`config.mk`:
```
export PLATFORM = sky130hd
export DESIGN_NAME = lcab_ctrl
export DESIGN_NICKNAME = d
export VERILOG_FILES = /design/src/rtl/core/lcab_pkg.sv /design/src/rtl/core/lcab_ctrl.sv
export SDC_FILE = /design/constraint.sdc
export NUM_CORES = 1
export LEC_CHECK = 0
export BUFFER_PORTS_ARGS = -buffer_cell sky130_fd_sc_hd__buf_2
export CORE_UTILIZATION = 40
export CTS_CLUSTER_SIZE = 10
export DETAILED_ROUTE_END_ITERATION = 6
export PLACE_DENSITY_LB_ADDON = 0.2
export SETUP_SLACK_MARGIN = 0.3
export SYNTH_ARGS = -nofsm -noshare
export SYNTH_HDL_FRONTEND = slang
export SYNTH_SLANG_ARGS = --single-unit
```
`constraint.sdc`:
```
create_clock -name clock -period 1.4 [get_ports clock]
set_input_delay 0.07 -clock clock [delete_from_list [all_inputs] [get_ports clock]]
set_output_delay 0.07 -clock clock [all_outputs]
set_load 0.03 [all_outputs]
```
`src/rtl/core/lcab_pkg.sv`:
```
package lcab_pkg;

   // Tree geometry
   localparam int NODE_W  = 16;
   localparam int NODES   = 2 ** NODE_W;
   localparam int LEVELS  = 17;
   localparam int LVL_W   = (LEVELS > 1) ? $clog2(LEVELS) : 1;
   localparam int DEPTH_W = 17;
   localparam logic [DEPTH_W-1:0] DEPTH_MAX = {DEPTH_W{1'b1}};
   localparam int ANC_DEPTH = NODES * LEVELS;
   localparam int ANC_AW    = $clog2(ANC_DEPTH);

   // Lift compare width: depth plus the largest step 2^(LEVELS-1), plus carry
   localparam int CMP_W = ((DEPTH_W > LEVELS) ? DEPTH_W : LEVELS) + 1;

   // Item kinds
   localparam logic FUNC_ADD   = 1'b0;
   localparam logic FUNC_QUERY = 1'b1;

   // Depth read address sources
   localparam logic [1:0] DSEL_A   = 2'd0;
   localparam logic [1:0] DSEL_B   = 2'd1;
   localparam logic [1:0] DSEL_ANC = 2'd2;

   // Ancestor read row sources
   localparam logic [1:0] NSEL_A   = 2'd0;
   localparam logic [1:0] NSEL_B   = 2'd1;
   localparam logic [1:0] NSEL_CUR = 2'd2;

   typedef struct packed {
      logic       load;
      logic [1:0] dep_sel;
      logic [1:0] anc_sel;
      logic       anc_lvl_zero;
      logic       add_root;
      logic       add_step;
      logic       cap_da;
      logic       swap_cap;
      logic       lvl_dec;
      logic       lvl_top;
      logic       lift_a;
      logic       cap_pa;
      logic       up_step;
      logic       res_a;
      logic       res_anc;
      logic       out_load;
   } lcab_cmd_type;

   typedef struct packed {
      logic func;
      logic a_zero;
      logic lvl_zero;
      logic add_last;
      logic lift_ok;
      logic ab_eq;
      logic out_free;
   } lcab_sts_type;

endpackage

```
`src/rtl/core/lcab_ctrl.sv`:
```
module lcab_ctrl (
   input  logic                   clock,
   input  logic                   reset,
   input  logic                   req_tvalid,
   output logic                   req_tready,
   input  lcab_pkg::lcab_sts_type sts,
   output lcab_pkg::lcab_cmd_type cmd
);

   localparam logic [3:0] ST_IDLE     = 4'd0;
   localparam logic [3:0] ST_DISPATCH = 4'd1;
   localparam logic [3:0] ST_ADD_DEP  = 4'd2;
   localparam logic [3:0] ST_ADD_RD   = 4'd3;
   localparam logic [3:0] ST_ADD_WR   = 4'd4;
   localparam logic [3:0] ST_Q_RDB    = 4'd5;
   localparam logic [3:0] ST_Q_SWAP   = 4'd6;
   localparam logic [3:0] ST_LIFT_CHK = 4'd7;
   localparam logic [3:0] ST_LIFT_ANC = 4'd8;
   localparam logic [3:0] ST_LIFT_DEP = 4'd9;
   localparam logic [3:0] ST_CMP      = 4'd10;
   localparam logic [3:0] ST_UP_RDA   = 4'd11;
   localparam logic [3:0] ST_UP_RDB   = 4'd12;
   localparam logic [3:0] ST_UP_CMP   = 4'd13;
   localparam logic [3:0] ST_FIN_RD   = 4'd14;
   localparam logic [3:0] ST_FIN_Q    = 4'd15;

   logic [3:0] state_ff, state_in;
   logic       out_st_ff, out_st_in;

   assign req_tready = (state_ff == ST_IDLE) && !out_st_ff;

   // Sequence the add and query steps
   always_comb begin
      state_in  = state_ff;
      out_st_in = out_st_ff;
      cmd       = '0;
      cmd.dep_sel = lcab_pkg::DSEL_A;
      cmd.anc_sel = lcab_pkg::NSEL_A;
      if (out_st_ff) begin
         // Wait for the output register to free up
         if (sts.out_free) begin
            cmd.out_load = 1'b1;
            out_st_in    = 1'b0;
         end
      end else begin
         unique case (state_ff)
            ST_IDLE: begin
               if (req_tvalid) begin
                  cmd.load = 1'b1;
                  state_in = ST_DISPATCH;
               end
            end
            ST_DISPATCH: begin
               if (sts.func == lcab_pkg::FUNC_QUERY) begin
                  cmd.dep_sel = lcab_pkg::DSEL_A;
                  state_in    = ST_Q_RDB;
               end else if (sts.a_zero) begin
                  state_in = ST_IDLE;
               end else begin
                  cmd.dep_sel = lcab_pkg::DSEL_B;
                  state_in    = ST_ADD_DEP;
               end
            end
            ST_ADD_DEP: begin
               cmd.add_root = 1'b1;
               state_in     = (lcab_pkg::LEVELS > 1) ? ST_ADD_RD : ST_IDLE;
            end
            ST_ADD_RD: begin
               cmd.anc_sel = lcab_pkg::NSEL_CUR;
               state_in    = ST_ADD_WR;
            end
            ST_ADD_WR: begin
               cmd.add_step = 1'b1;
               state_in     = sts.add_last ? ST_IDLE : ST_ADD_RD;
            end
            ST_Q_RDB: begin
               cmd.cap_da  = 1'b1;
               cmd.dep_sel = lcab_pkg::DSEL_B;
               state_in    = ST_Q_SWAP;
            end
            ST_Q_SWAP: begin
               cmd.swap_cap = 1'b1;
               state_in     = ST_LIFT_CHK;
            end
            ST_LIFT_CHK: begin
               if (sts.lift_ok) begin
                  cmd.anc_sel = lcab_pkg::NSEL_A;
                  state_in    = ST_LIFT_ANC;
               end else if (sts.lvl_zero) begin
                  state_in = ST_CMP;
               end else begin
                  cmd.lvl_dec = 1'b1;
               end
            end
            ST_LIFT_ANC: begin
               cmd.lift_a  = 1'b1;
               cmd.dep_sel = lcab_pkg::DSEL_ANC;
               state_in    = ST_LIFT_DEP;
            end
            ST_LIFT_DEP: begin
               cmd.cap_da = 1'b1;
               if (sts.lvl_zero) begin
                  state_in = ST_CMP;
               end else begin
                  cmd.lvl_dec = 1'b1;
                  state_in    = ST_LIFT_CHK;
               end
            end
            ST_CMP: begin
               if (sts.ab_eq) begin
                  cmd.res_a = 1'b1;
                  out_st_in = 1'b1;
                  state_in  = ST_IDLE;
               end else begin
                  cmd.lvl_top = 1'b1;
                  state_in    = ST_UP_RDA;
               end
            end
            ST_UP_RDA: begin
               cmd.anc_sel = lcab_pkg::NSEL_A;
               state_in    = ST_UP_RDB;
            end
            ST_UP_RDB: begin
               cmd.cap_pa  = 1'b1;
               cmd.anc_sel = lcab_pkg::NSEL_B;
               state_in    = ST_UP_CMP;
            end
            ST_UP_CMP: begin
               cmd.up_step = 1'b1;
               if (sts.lvl_zero) begin
                  state_in = ST_FIN_RD;
               end else begin
                  cmd.lvl_dec = 1'b1;
                  state_in    = ST_UP_RDA;
               end
            end
            ST_FIN_RD: begin
               cmd.anc_sel      = lcab_pkg::NSEL_A;
               cmd.anc_lvl_zero = 1'b1;
               state_in         = ST_FIN_Q;
            end
            ST_FIN_Q: begin
               cmd.res_anc = 1'b1;
               out_st_in   = 1'b1;
               state_in    = ST_IDLE;
            end
            default: begin
               state_in = ST_IDLE;
            end
         endcase
      end
   end

   always_ff @(posedge clock) begin
      if (reset) begin
         state_ff  <= ST_IDLE;
         out_st_ff <= 1'b0;
      end else begin
         state_ff  <= state_in;
         out_st_ff <= out_st_in;
      end
   end

endmodule

```
==> metrics.md, run 1 <==
| Metric | Value |
|---|---|
| Status | `aborted with a tool error` |
| Fail Step | `4_1_cts` |
| Error | `[ERROR DPL-0033] detailed placement checks failed during check placement.` |
| H-tree Lvls | `1` |
| Ys flop type | `dfxtp_1` |
| Buffer count from post-CTS setup fixing | `13` |
| GPL Wtd Cong | `0.8727` |
| Mapped Area | `roughly 610 sq um` |
| Sequential share of the synthesized area | `0.1633` |
| Yosys top cell area share | `0.1633` |
| Flops & latches, synth | `5` |
| Clk root buf | `clkbuf_4` |
| Number of I/O pins | `29` |
| Cts-stage hold buffer count | `0` |
| Post-Syn Instances | `96` |
| Resized cells post-CTS | `69` |
| Post-DP HPWL | `1.437 mm` |
| CTS Sinks | `5` |
| Synth top cells by count | `nor2_1 (17), a21oi_1 (7), nor3_1 (7)` |
| Clk buf depth | `2` |
| Num CTS Buffers | `3` |
| Post-synth EDFFs | `0` |
| Port bufs | `28` |
| Row count | `13` |
| Starting density of the core | `0.4487` |
| Die span in y | `between 40 and 50 um` |
| Synth Net Count | `roughly 110` |
| Synth area leaders | `dfxtp_1 (16%), nor2_1 (10%), nand2b_1 (6.1%), a21oi_1 (5.7%), nor3_1 (5.7%)` |
| Most common cell in the netlist | `nor2_1` |
| Number of warning messages in the yosys log | `0` |
| Unique masters post-synth | `31` |
| Synth Area per Inst | `about 6.4 sq um` |
| Die Width | `between 40 and 50 um` |
| Cell taking the most area after synthesis | `dfxtp_1` |
| Asr flop ratio synth | `0` |
[kinds of logic after synthesis]
family	share of synthesized area
and+or+nand+nor	0.4286
xor gates and xnor gates	0.01429
AOI/OAI and AO/OA	0.2734
muxes	0.01633
DFF	0.1633
buffers and inverters	0.1041
[metrics by stage]
| stage | cells | hold WS [ns] | setup slack (ns) | instance area (sq um) |
|---|---|---|---|---|
| 2_1_floorplan | 96 | 0.1317 | -0.05171 | 819.5 |
| 3_3_place_gp | 141 | 0.3177 | -0.001019 | 997.2 |
| 3_5_place_dp | 141 | 0.3167 | -0.02860 | 997.2 |
==> inputs of run 2 (changes only) <==
CORE_AREA = 2 2 63 65   (was not set)
CORE_UTILIZATION = not set   (was 40)
CTS_CLUSTER_SIZE = not set   (was 10)
DIE_AREA = 0 0 65 67   (was not set)
PLACE_DENSITY_LB_ADDON = 0.15   (was 0.2)
SETUP_SLACK_MARGIN = not set   (was 0.3)
==> run 2 against run 1 <==
Effect of this change:
- the flow now finishes, with violations (setup timing)
- area after synthesis unchanged
- synthesized cell count unchanged
==> metrics.md, run 2 <==
| Metric | Value |
|---|---|
| Final critical-path share of the clock period | `1.050` |
| # setup viols final | `13` |
| Non-filler cells, final | `191` |
| Synth top cells by count | `nor2_1 (17), a21oi_1 (7), nor3_1 (7) (unchanged)` |
| Slew Viols, Final | `0` |
| Max VDD drop | `316.0 uV` |
| Max cap viols | `0` |
| Sequential share of the synthesized area | `0.1633 (unchanged)` |
| Post-Syn Instances | `96 (unchanged)` |
| Cell taking the most area after synthesis | `dfxtp_1 (unchanged)` |
| Clk root buf | `clkbuf_8 (was clkbuf_4)` |
| Filler instances | `around 400` |
| Cts-stage hold buffer count | `0 (unchanged)` |
| Top Registers | `state_ff (4), out_st_ff (1)` |
| Kind of critical path | `reg2out` |
| Ys flop type | `dfxtp_1 (unchanged)` |
| Power Total | `between 0.0008 and 0.0009 W` |
| Area after DPL | `939.7 sq um (was 997.2 sq um)` |
| Critical Path AT | `between 1 and 1.5 ns` |
| Total Die Area | `about 4400 sq um` |
| Post-route ant nets | `0` |
| Synth Net Count | `106 (unchanged)` |
| Drt initial violations | `27` |
| Failing checks | `setup timing` |
| P&R area growth vs syn | `109.0%` |
| Post-DP HPWL | `1.692 mm (was 1.437 mm)` |
| Yosys top cell area share | `0.1633 (unchanged)` |
| CP max-delay cell | `or3_4` |
| Fin crit period | `about 1.5 ns` |
| Placed insts | `177 (was 141)` |
| Post-synth EDFFs | `0 (unchanged)` |
| Number of I/O pins | `29 (unchanged)` |
| Nets | `154` |
| Worst-path clk slew | `roughly 0.030 ns` |
| H-tree Lvls | `1 (unchanged)` |
| Flops & latches, synth | `5 (unchanged)` |
| Die span in y | `67 um (was 41.15 um)` |
| Final wirelength | `about 2.4 mm` |
| Unique masters post-synth | `31 (unchanged)` |
| Num CTS Buffers | `3 (unchanged)` |
| F_max | `680.1 MHz` |
| Fin util | `0.3553` |
| CP Data Required Time | `roughly 1.3 ns` |
| Final Skew | `~0.0009 ns` |
| Path type of the worst min-delay path | `in2reg` |
| Mapped Area | `613.1 sq um (unchanged)` |
| Most common cell in the netlist | `nor2_1 (unchanged)` |
| Slew @ Worst Pin | `around 0.31 ns` |
| Critical Path Source Type | `flop` |
| Most frequent CP cell | `buf_6` |
| Initial antenna violation count | `0` |
| Setup TNS | `-0.4756 ns` |
| Commonest cells after routing, fill and taps aside | `buf_4 (22), buf_6 (17), buf_2 (11)` |
| Worst setup EP type | `output port` |
| Number of warning messages in the yosys log | `0 (unchanged)` |
| Drt pass-1 iters | `5` |
| Synth Area per Inst | `6.386 sq um (unchanged)` |
| Asr flop ratio synth | `0 (unchanged)` |
| Per-cell routed wire length | `12.45 um` |
| Design area | `roughly 1300 sq um` |
| Max_slew headroom | `0.7893` |
| Clk buf depth | `2 (unchanged)` |
| GPL Wtd Cong | `0.8502 (was 0.8727)` |
| Vias in the first global route | `around 750` |
| # diodes | `0` |
| CTS Sinks | `5 (unchanged)` |
| RSZ-0062 raised after global routing | `yes` |
| GRT Residual Overflow | `0` |
| PD cells | `635.6 nW/um^2` |
| Max reg flops | `4` |
| Pin count of the biggest net entering global routing | `11` |
| Detailed-route via count | `845` |
| Worst skew pair latency | `~0.22 ns` |
| Vias per cell | `between 4 and 5` |
| GR Util All Layers | `0.1073` |
| Port bufs | `28 (unchanged)` |
| First-pass GRT wire length | `3.622 mm` |
| Worst Path Max Fanout | `7` |
| Die Width | `65 um (was 41.15 um)` |
| Row count | `22 (was 13)` |
| Fin. Hold Viols | `0` |
| Synth area leaders | `dfxtp_1 (16%), nor2_1 (10%), nand2b_1 (6.1%), a21oi_1 (5.7%), nor3_1 (5.7%) (unchanged)` |
| Status | `finished with violations (was aborted with a tool error)` |
| Layout cell share with drive strength beyond 1 | `0.6224` |
| CTS tree | `yes` |
| Final WS setup | `-0.07042 ns` |
| LEAKAGE | `~0.53 nW` |
| Cell Chain, Critical Path | `buf_6 > or3_4 > nor3_4 > buf_6` |
| Starting density of the core | `0.1700 (was 0.4487)` |
| Top reg by flops | `state_ff` |
| DRC | `0` |
| Core area | `3606 sq um` |
| CP max stage delay | `0.46 ns` |
| Most common cell after layout, fill and taps aside | `buf_4` |
run 2: cell counts after synthesis:
No cell type changed its count.
run 2: worst paths after layout:
check / from / endpoint / slack, ns / depth (start not counted)
worst max-delay path: state_ff[3] / cmd[17] / -0.07 / 4
worst min-delay path: reset / state_ff[0] / 0.09 / 2
worst max register to register: state_ff[3] / state_ff[0] / -0.05 / 6
worst min register to register: out_st_ff / out_st_ff / 0.55 / 2
run 2: stage by stage:
step           hold WS, ns  setup WS, ns
5_1_grt             0.1067       -0.1161
6_report           0.09211      -0.07042
3_5_place_dp        0.3340      -0.04936
3_3_place_gp        0.3257       -0.1147
4_1_cts            0.09666       -0.1239
2_1_floorplan       0.1346       -0.1581
run 2: kinds of logic (layout without fill, tap and decap cells):
group | count (synthesis) | count (layout) | share of synthesized area
and+or+nand+nor | 52 | 52 | 0.4286
xor gates and xnor gates | 1 | 1 | 0.01429
DFF | 5 | 5 | 0.1633
AOI/OAI and AO/OA | 23 | 23 | 0.2734
buffers and inverters | 14 | 61 | 0.1041
muxes | 1 | 1 | 0.01633
run 2: report_power, final:
part	leakage, nW	switching [W]	internal [W]	total (W)
clock network	0.0228	0.0000653	0.000195	0.000260
logic	0.461	0.000199	0.000187	0.000387
registers	0.0433	0.0000154	0.000152	0.000167
run 2: routing by layer:
metal / routed length, um / vias up / track usage
met1: 1082 / 384 / 0.1414
li1: - / 428 / -
met3: 127 / 2 / 0.01182
met5: 0 / - / 0
met4: 18 / 0 / 0.03989
met2: 1149 / 31 / 0.1791
run 2: area by class of cell:
class | count | area [sq um] | area share
clock buffers | 4 | 45.04 | 0.03516
flip-flops and latches | 5 | 112.6 | 0.08789
well taps | 48 | 60.06 | 0.04687
repair buffers | 53 | 439.2 | 0.3428
multi-input cells | 77 | 609.3 | 0.4756
inverters | 4 | 15.01 | 0.01172
run 2: timing repair:
action                     in CTS  in global routing
pin swaps                       8                 11
setup endpoints to repair      20                 19
buffers inserted                5                  6
gates resized for setup        43                 26
run 2: critical path, delay by kind of cell (launching register included):
family	cells	cell delay [ns]
DFF	1	0.31
and+or+nand+nor	2	0.60
buffers and inverters	2	0.27
Note: power is estimated with default switching activity, not from simulation.
==> inputs of run 3 (changes only) <==
RECOVER_POWER = 25   (was not set)
==> run 3 against run 2 <==
Effect of this change:
- the flow still finishes with violations (setup timing)
- critical path depth unchanged
- register-to-register slack barely moved
- first-iteration DRC count unchanged
- wire length unchanged
- total power hardly changed
- global-route usage did not move
- cell area about the same
- flip-flop and latch count is the same
- count of clock-buffer cells in the layout unchanged
- critical path type unchanged
==> metrics.md, run 3 (same netlist as run 2, synthesis figures left out) <==
| Metric | Value |
|---|---|
| Clk root buf | `clkbuf_8 (unchanged)` |
| GR Util All Layers | `0.1073 (unchanged)` |
| H-tree Lvls | `1 (unchanged)` |
| Number of I/O pins | `29 (unchanged)` |
| Area after DPL | `939.7 sq um (unchanged)` |
| Status | `finished with violations (unchanged)` |
| Setup WS pre-CTS | `-0.04936 ns (unchanged)` |
| Vias in the first global route | `747 (unchanged)` |
| Layout cell share with drive strength beyond 1 | `0.6154 (was 0.6224)` |
| Grt met3 use | `0.01182 (unchanged)` |
| Starting density of the core | `0.1700 (unchanged)` |
| Per-cell routed wire length | `12.45 um (unchanged)` |
| Critical Path AT | `1.40 ns (about the same)` |
| Detailed-route via count | `845 (unchanged)` |
| PD cells | `636.2 nW/um^2 (was 635.6 nW/um^2)` |
| F_max | `680.1 MHz (unchanged)` |
| Final WS setup | `-0.07042 ns (unchanged)` |
| Worst Path Max Fanout | `7 (unchanged)` |
| Core area | `3606 sq um (unchanged)` |
| Post-route ant nets | `0 (unchanged)` |
| Cts-stage hold buffer count | `0 (unchanged)` |
| Max cap viols | `0 (unchanged)` |
| Max_slew headroom | `0.7597 (was 0.7893)` |
| Pin count of the biggest net entering global routing | `11 (unchanged)` |
| Met2 Use GR | `0.1791 (unchanged)` |
| Row count | `22 (unchanged)` |
| Slew @ Worst Pin | `0.3620 ns (was 0.3135 ns)` |
| Drt initial violations | `27 (unchanged)` |
| Failing checks | `setup timing (unchanged)` |
| P&R area growth vs syn | `108.8% (was 109.0%)` |
| Die Width | `65 um (unchanged)` |
| Total Die Area | `4355 sq um (unchanged)` |
| GPL Wtd Cong | `0.8502 (unchanged)` |
| CTS tree | `yes (unchanged)` |
| RSZ-0062 raised after global routing | `yes (unchanged)` |
| Top Registers | `state_ff (4), out_st_ff (1) (unchanged)` |
| First-pass GRT wire length | `3.622 mm (unchanged)` |
| Most common cell after layout, fill and taps aside | `buf_4 (unchanged)` |
| RR Startpoint | `state_ff[3] (unchanged)` |
| HP Start | `reset (unchanged)` |
| Design area | `1280 sq um (was 1281 sq um)` |
| Hold path cells | `2 (unchanged)` |
| Num CTS Buffers | `3 (unchanged)` |
| Worst Hold End | `state_ff[0] (unchanged)` |
| Die span in y | `67 um (unchanged)` |
| Fin. Hold Viols | `0 (unchanged)` |
| Post-DP HPWL | `1.692 mm (unchanged)` |
| Clk buf depth | `2 (unchanged)` |
| Max VDD drop | `316.0 uV (unchanged)` |
| # diodes | `0 (unchanged)` |
| CP Data Required Time | `1.33 ns (about the same)` |
| Commonest cells after routing, fill and taps aside | `buf_4 (22), buf_6 (17), buf_2 (10) (was buf_4 (22), buf_6 (17), buf_2 (11))` |
| Final Skew | `0.0008779 ns (unchanged)` |
| R2r setup slk | `-0.05 ns (about the same)` |
| Worst R2R Path Depth | `6 (unchanged)` |
| CTS Sinks | `5 (unchanged)` |
| Worst skew pair latency | `0.22 ns (about the same)` |
| DRC | `0 (unchanged)` |
| Vias per cell | `4.424 (unchanged)` |
| Register area | `112.6 sq um (unchanged)` |
| Final wirelength | `2.377 mm (unchanged)` |
| GRT Residual Overflow | `0 (unchanged)` |
| Worst setup EP type | `output port (unchanged)` |
| Fin crit period | `1.470 ns (unchanged)` |
| Filler instances | `392 (unchanged)` |
| Drt pass-1 iters | `5 (unchanged)` |
| Port bufs | `28 (unchanged)` |
| Top reg by flops | `state_ff (unchanged)` |
| R2r endpoint | `state_ff[0] (unchanged)` |
| Layer with the highest usage | `met2 (unchanged)` |
| Nets | `154 (unchanged)` |
| Max reg flops | `4 (unchanged)` |
| Area used by multi-input combinational logic | `609.3 sq um (unchanged)` |
| Slew Viols, Final | `0 (unchanged)` |
| Initial antenna violation count | `0 (unchanged)` |
| # setup viols final | `13 (unchanged)` |
| Worst-path clk slew | `0.03 ns (about the same)` |
| Met1 Use GR | `0.1414 (unchanged)` |
| Kind of critical path | `reg2out (unchanged)` |
| Final critical-path share of the clock period | `1.050 (unchanged)` |
| Critical Path Source Type | `flop (unchanged)` |
| Path type of the worst min-delay path | `in2reg (unchanged)` |
| LEAKAGE | `0.5225 nW (was 0.5269 nW)` |
run 3: cell count changes in the layout (fill, tap and decap cells not counted), sizes merged:
cell and change:
buf -1, clkbuf +1
run 3: power by group:
| part | internal [W] | switching (W) | total [W] |
|---|---|---|---|
| Combinational | 0.000187 | 0.000199 | 0.000387 |
| Clock | 0.000195 | 0.0000653 | 0.000260 |
| Sequential | 0.000152 | 0.0000154 | 0.000167 |
| Total | 0.000534 | 0.000280 | 0.000814 |
run 3: critical path, cell delays in order, from the launching register on:
cell     delay [ns]
dfxtp_2        0.31
buf_6          0.12
or3_4          0.46
nor3_4         0.14
buf_6          0.15
run 3: worst max path at each step:
stage,start,endpoint,slack [ns]
after CTS,state_ff[3],cmd[7],-0.12
after floorplan,state_ff[0],cmd[3],-0.16
after global placement,state_ff[0],state_ff[2],-0.11
after global routing,state_ff[0],cmd[2],-0.12
final,state_ff[3],cmd[17],-0.07
after detailed placement,state_ff[0],state_ff[2],-0.05
run 3: final cells by class:
type	count	share of cell area
multi-input cells	77	0.4760
flip-flops and latches	5	0.08798
repair buffers	53	0.3421
inverters	4	0.01173
clock buffers	4	0.03519
well taps	48	0.04692
run 3: per-layer routing:
metal / up-vias / wire, um
met5: - / 0
met4: 0 / 18
met3: 2 / 126
met2: 31 / 1149
met1: 384 / 1083
li1: 428 / -
run 3: through the flow:
stage               setup TNS, ns  power [W]  hold WS (ns)  utilization  std cells
floorplan                  -1.130  0.0003507        0.1346            -         96
global placement          -0.2392  0.0004489        0.3257       0.2606        177
detailed placement       -0.09440  0.0004457        0.3340       0.2606        177
CTS                       -0.8805  0.0007656       0.09666       0.3220        186
global route               -1.124  0.0008706        0.1067       0.3550        191
finish                    -0.4756  0.0008143       0.09211       0.3550        191
run 3: what timing repair did:
action,CTS,global route
gates resized for setup,43,26
buffers inserted,5,6
pin swaps,8,11
endpoints found under the setup margin,20,19
endpoints found under the hold margin,0,0
==> inputs of run 4 (changes only) <==
CELL_PAD_IN_SITES_DETAIL_PLACEMENT = 0   (was not set)
CELL_PAD_IN_SITES_GLOBAL_PLACEMENT = 2   (was not set)
==> run 4 against run 3 <==
Effect of this change:
- the run still ends with setup timing left
- critical path depth unchanged
- worst hold slack better by 0.0083 ns
- non-clock buffer count down 1
- maximum frequency up 2.8%
- final cell count down 0.52%
- sequential power about the same
- via count up 0.47%
- register-to-register slack better by 0.04 ns
==> metrics.md, run 4 (same netlist as run 2, synthesis figures left out) <==
| Metric | Value |
|---|---|
| Status | `finished with violations (unchanged)` |
| Failing checks | `setup timing (unchanged)` |
| GR Util All Layers | `0.1047 (was 0.1073)` |
| Core area | `3606 sq um (unchanged)` |
| Path type of the worst min-delay path | `in2reg (unchanged)` |
| Detailed-route via count | `849 (was 845)` |
| Starting density of the core | `0.1700 (unchanged)` |
| Non-filler cells, final | `190 (was 191)` |
| Fin crit period | `1.430 ns (was 1.470 ns)` |
| Worst-path clk slew | `0.04 ns (was 0.03 ns)` |
| Row count | `22 (unchanged)` |
| Placed insts | `182 (was 177)` |
| Final wirelength | `2.402 mm (was 2.377 mm)` |
| CTS tree | `yes (unchanged)` |
| Slew @ Worst Pin | `0.3050 ns (was 0.3620 ns)` |
| Final critical-path share of the clock period | `1.021 (was 1.050)` |
| Design area | `1241 sq um (was 1280 sq um)` |
| Vias per cell | `4.468 (was 4.424)` |
| Die Width | `65 um (unchanged)` |
| Max VDD drop | `415.8 uV (was 316.0 uV)` |
| Drt pass-1 iters | `4 (was 5)` |
| Filler instances | `385 (was 392)` |
| # diodes | `0 (unchanged)` |
| P&R area growth vs syn | `102.4% (was 108.8%)` |
| Worst skew pair latency | `0.22 ns (about the same)` |
| Clk pwr share | `0.326 (was 0.320)` |
| Die span in y | `67 um (unchanged)` |
| Num CTS Buffers | `3 (unchanged)` |
| Post-route ant nets | `0 (unchanged)` |
| Fin. Hold Viols | `0 (unchanged)` |
| Worst setup EP type | `output port (unchanged)` |
| Final WS setup | `-0.02988 ns (was -0.07042 ns)` |
| Total Die Area | `4355 sq um (unchanged)` |
| Max_slew headroom | `0.7962 (was 0.7597)` |
| First-pass GRT wire length | `3.567 mm (was 3.622 mm)` |
| Layout cell share with drive strength beyond 1 | `0.6197 (was 0.6154)` |
| F_max | `699.4 MHz (was 680.1 MHz)` |
| Comb power frac | `0.472 (was 0.475)` |
| PD cells | `654.3 nW/um^2 (was 636.2 nW/um^2)` |
| LEAKAGE | `0.5189 nW (was 0.5225 nW)` |
| CP Data Required Time | `1.33 ns (about the same)` |
| Worst R2R Path Depth | `5 (was 6)` |
| Pin count of the biggest net entering global routing | `11 (unchanged)` |
| Slew Viols, Final | `0 (unchanged)` |
| Top reg by flops | `state_ff (unchanged)` |
| Area after DPL | `977.2 sq um (was 939.7 sq um)` |
| Hold path cells | `2 (unchanged)` |
| CTS Sinks | `5 (unchanged)` |
| Number of I/O pins | `29 (unchanged)` |
| Post-DP HPWL | `1.810 mm (was 1.692 mm)` |
| Switching part of the total | `0.3430 (was 0.3438)` |
| Clk root buf | `clkbuf_8 (unchanged)` |
| Switching pwr | `0.0002785 W (was 0.0002800 W)` |
| Kind of critical path | `reg2out (unchanged)` |
| Max reg flops | `4 (unchanged)` |
| Clk buf depth | `2 (unchanged)` |
| Reg power frac | `0.202 (was 0.206)` |
| Critical Path Source Type | `flop (unchanged)` |
| Final Skew | `0.001824 ns (was 0.0008779 ns)` |
| Drt initial violations | `24 (was 27)` |
| Worst Path Max Fanout | `6 (was 7)` |
| Critical Path AT | `1.36 ns (was 1.40 ns)` |
| GPL Wtd Cong | `0.8220 (was 0.8502)` |
| RSZ-0062 raised after global routing | `yes (unchanged)` |
| Most common cell after layout, fill and taps aside | `buf_4 (unchanged)` |
| # setup viols final | `8 (was 13)` |
| Max cap viols | `0 (unchanged)` |
| Port bufs | `28 (unchanged)` |
| Initial antenna violation count | `0 (unchanged)` |
| DRC | `0 (unchanged)` |
| Top Registers | `state_ff (4), out_st_ff (1) (unchanged)` |
| Vias in the first global route | `781 (was 747)` |
| H-tree Lvls | `1 (unchanged)` |
| Nets | `153 (was 154)` |
| GRT Residual Overflow | `0 (unchanged)` |
| Int Pwr | `0.0005336 W (was 0.0005344 W)` |
| Per-cell routed wire length | `12.64 um (was 12.45 um)` |
| Commonest cells after routing, fill and taps aside | `buf_4 (28), nor2_1 (12), buf_2 (12) (was buf_4 (22), buf_6 (17), buf_2 (10))` |
[run 4: cell count changes in the layout (fill, tap and decap cells not counted), moves of 2 or more]
cell	previous run	this run
nor2_4	5	1
buf_2	10	12
nor2_1	8	12
a221oi_2	0	2
buf_4	22	28
buf_6	17	10
[run 4: power groups by stage]
| stage | sequential [W] | combinational (W) | clock [W] |
|---|---|---|---|
| 6_report | 0.000164 | 0.000383 | 0.000265 |
| 3_5_place_dp | 0.000175 | 0.000291 | 0 |
| 2_1_floorplan | 0.000158 | 0.000193 | 0 |
| 3_3_place_gp | 0.000177 | 0.000292 | 0 |
| 5_1_grt | 0.000166 | 0.000409 | 0.000286 |
| 4_1_cts | 0.000166 | 0.000343 | 0.000266 |
[run 4: timing repair]
action,CTS,global route
endpoints found under the setup margin,20,20
pin swaps,6,6
buffers inserted,3,2
resized for setup,40,22
hold endpoints to repair,0,0
gates cloned,0,0
hold buffers,0,0
[run 4: routing by layer]
layer / GRT usage / vias up / wire (um)
li1: - / 435 / -
met1: 0.1299 / 390 / 1050
met2: 0.1856 / 20 / 1255
met3: 0.01689 / 4 / 72
met4: 0.02926 / 0 / 23
met5: 0 / - / 0
[run 4: cell type report]
| cell class | instances | area (sq um) | area share |
|---|---|---|---|
| multi-input combinational | 77 | 593.1 | 0.4778 |
| timing repair buffer | 52 | 407.9 | 0.3286 |
| sequential | 5 | 116.4 | 0.09375 |
| tap | 48 | 60.06 | 0.04839 |
| clock buffer | 4 | 45.04 | 0.03629 |
| inverter | 4 | 18.77 | 0.01512 |
[run 4: worst paths after layout]
check,start,to,slack (ns)
max,state_ff[3],cmd[2],-0.03
max reg2reg,state_ff[3],state_ff[0],-0.01
min reg2reg,out_st_ff,out_st_ff,0.55
min,reset,state_ff[0],0.10
[run 4: stage by stage]
stage,utilization,TNS [ns],hold WS (ns),worst slack [ns],power [W]
2_1_floorplan,-,-1.130,0.1346,-0.1581,0.0003507
3_3_place_gp,0.2710,-0.1528,0.3259,-0.03871,0.0004691
3_5_place_dp,0.2710,-0.1132,0.3360,-0.04833,0.0004666
4_1_cts,0.3248,-0.5749,0.09826,-0.1144,0.0007749
5_1_grt,0.3442,-0.7050,0.1048,-0.08861,0.0008610
6_report,0.3442,-0.1784,0.1005,-0.02988,0.0008121
[run 4: critical path: stages (launching register included)]
cell and delay, ns:
dfxtp_4 0.36, inv_2 0.04, or3_4 0.45, nor3_4 0.14
buf_6 0.15
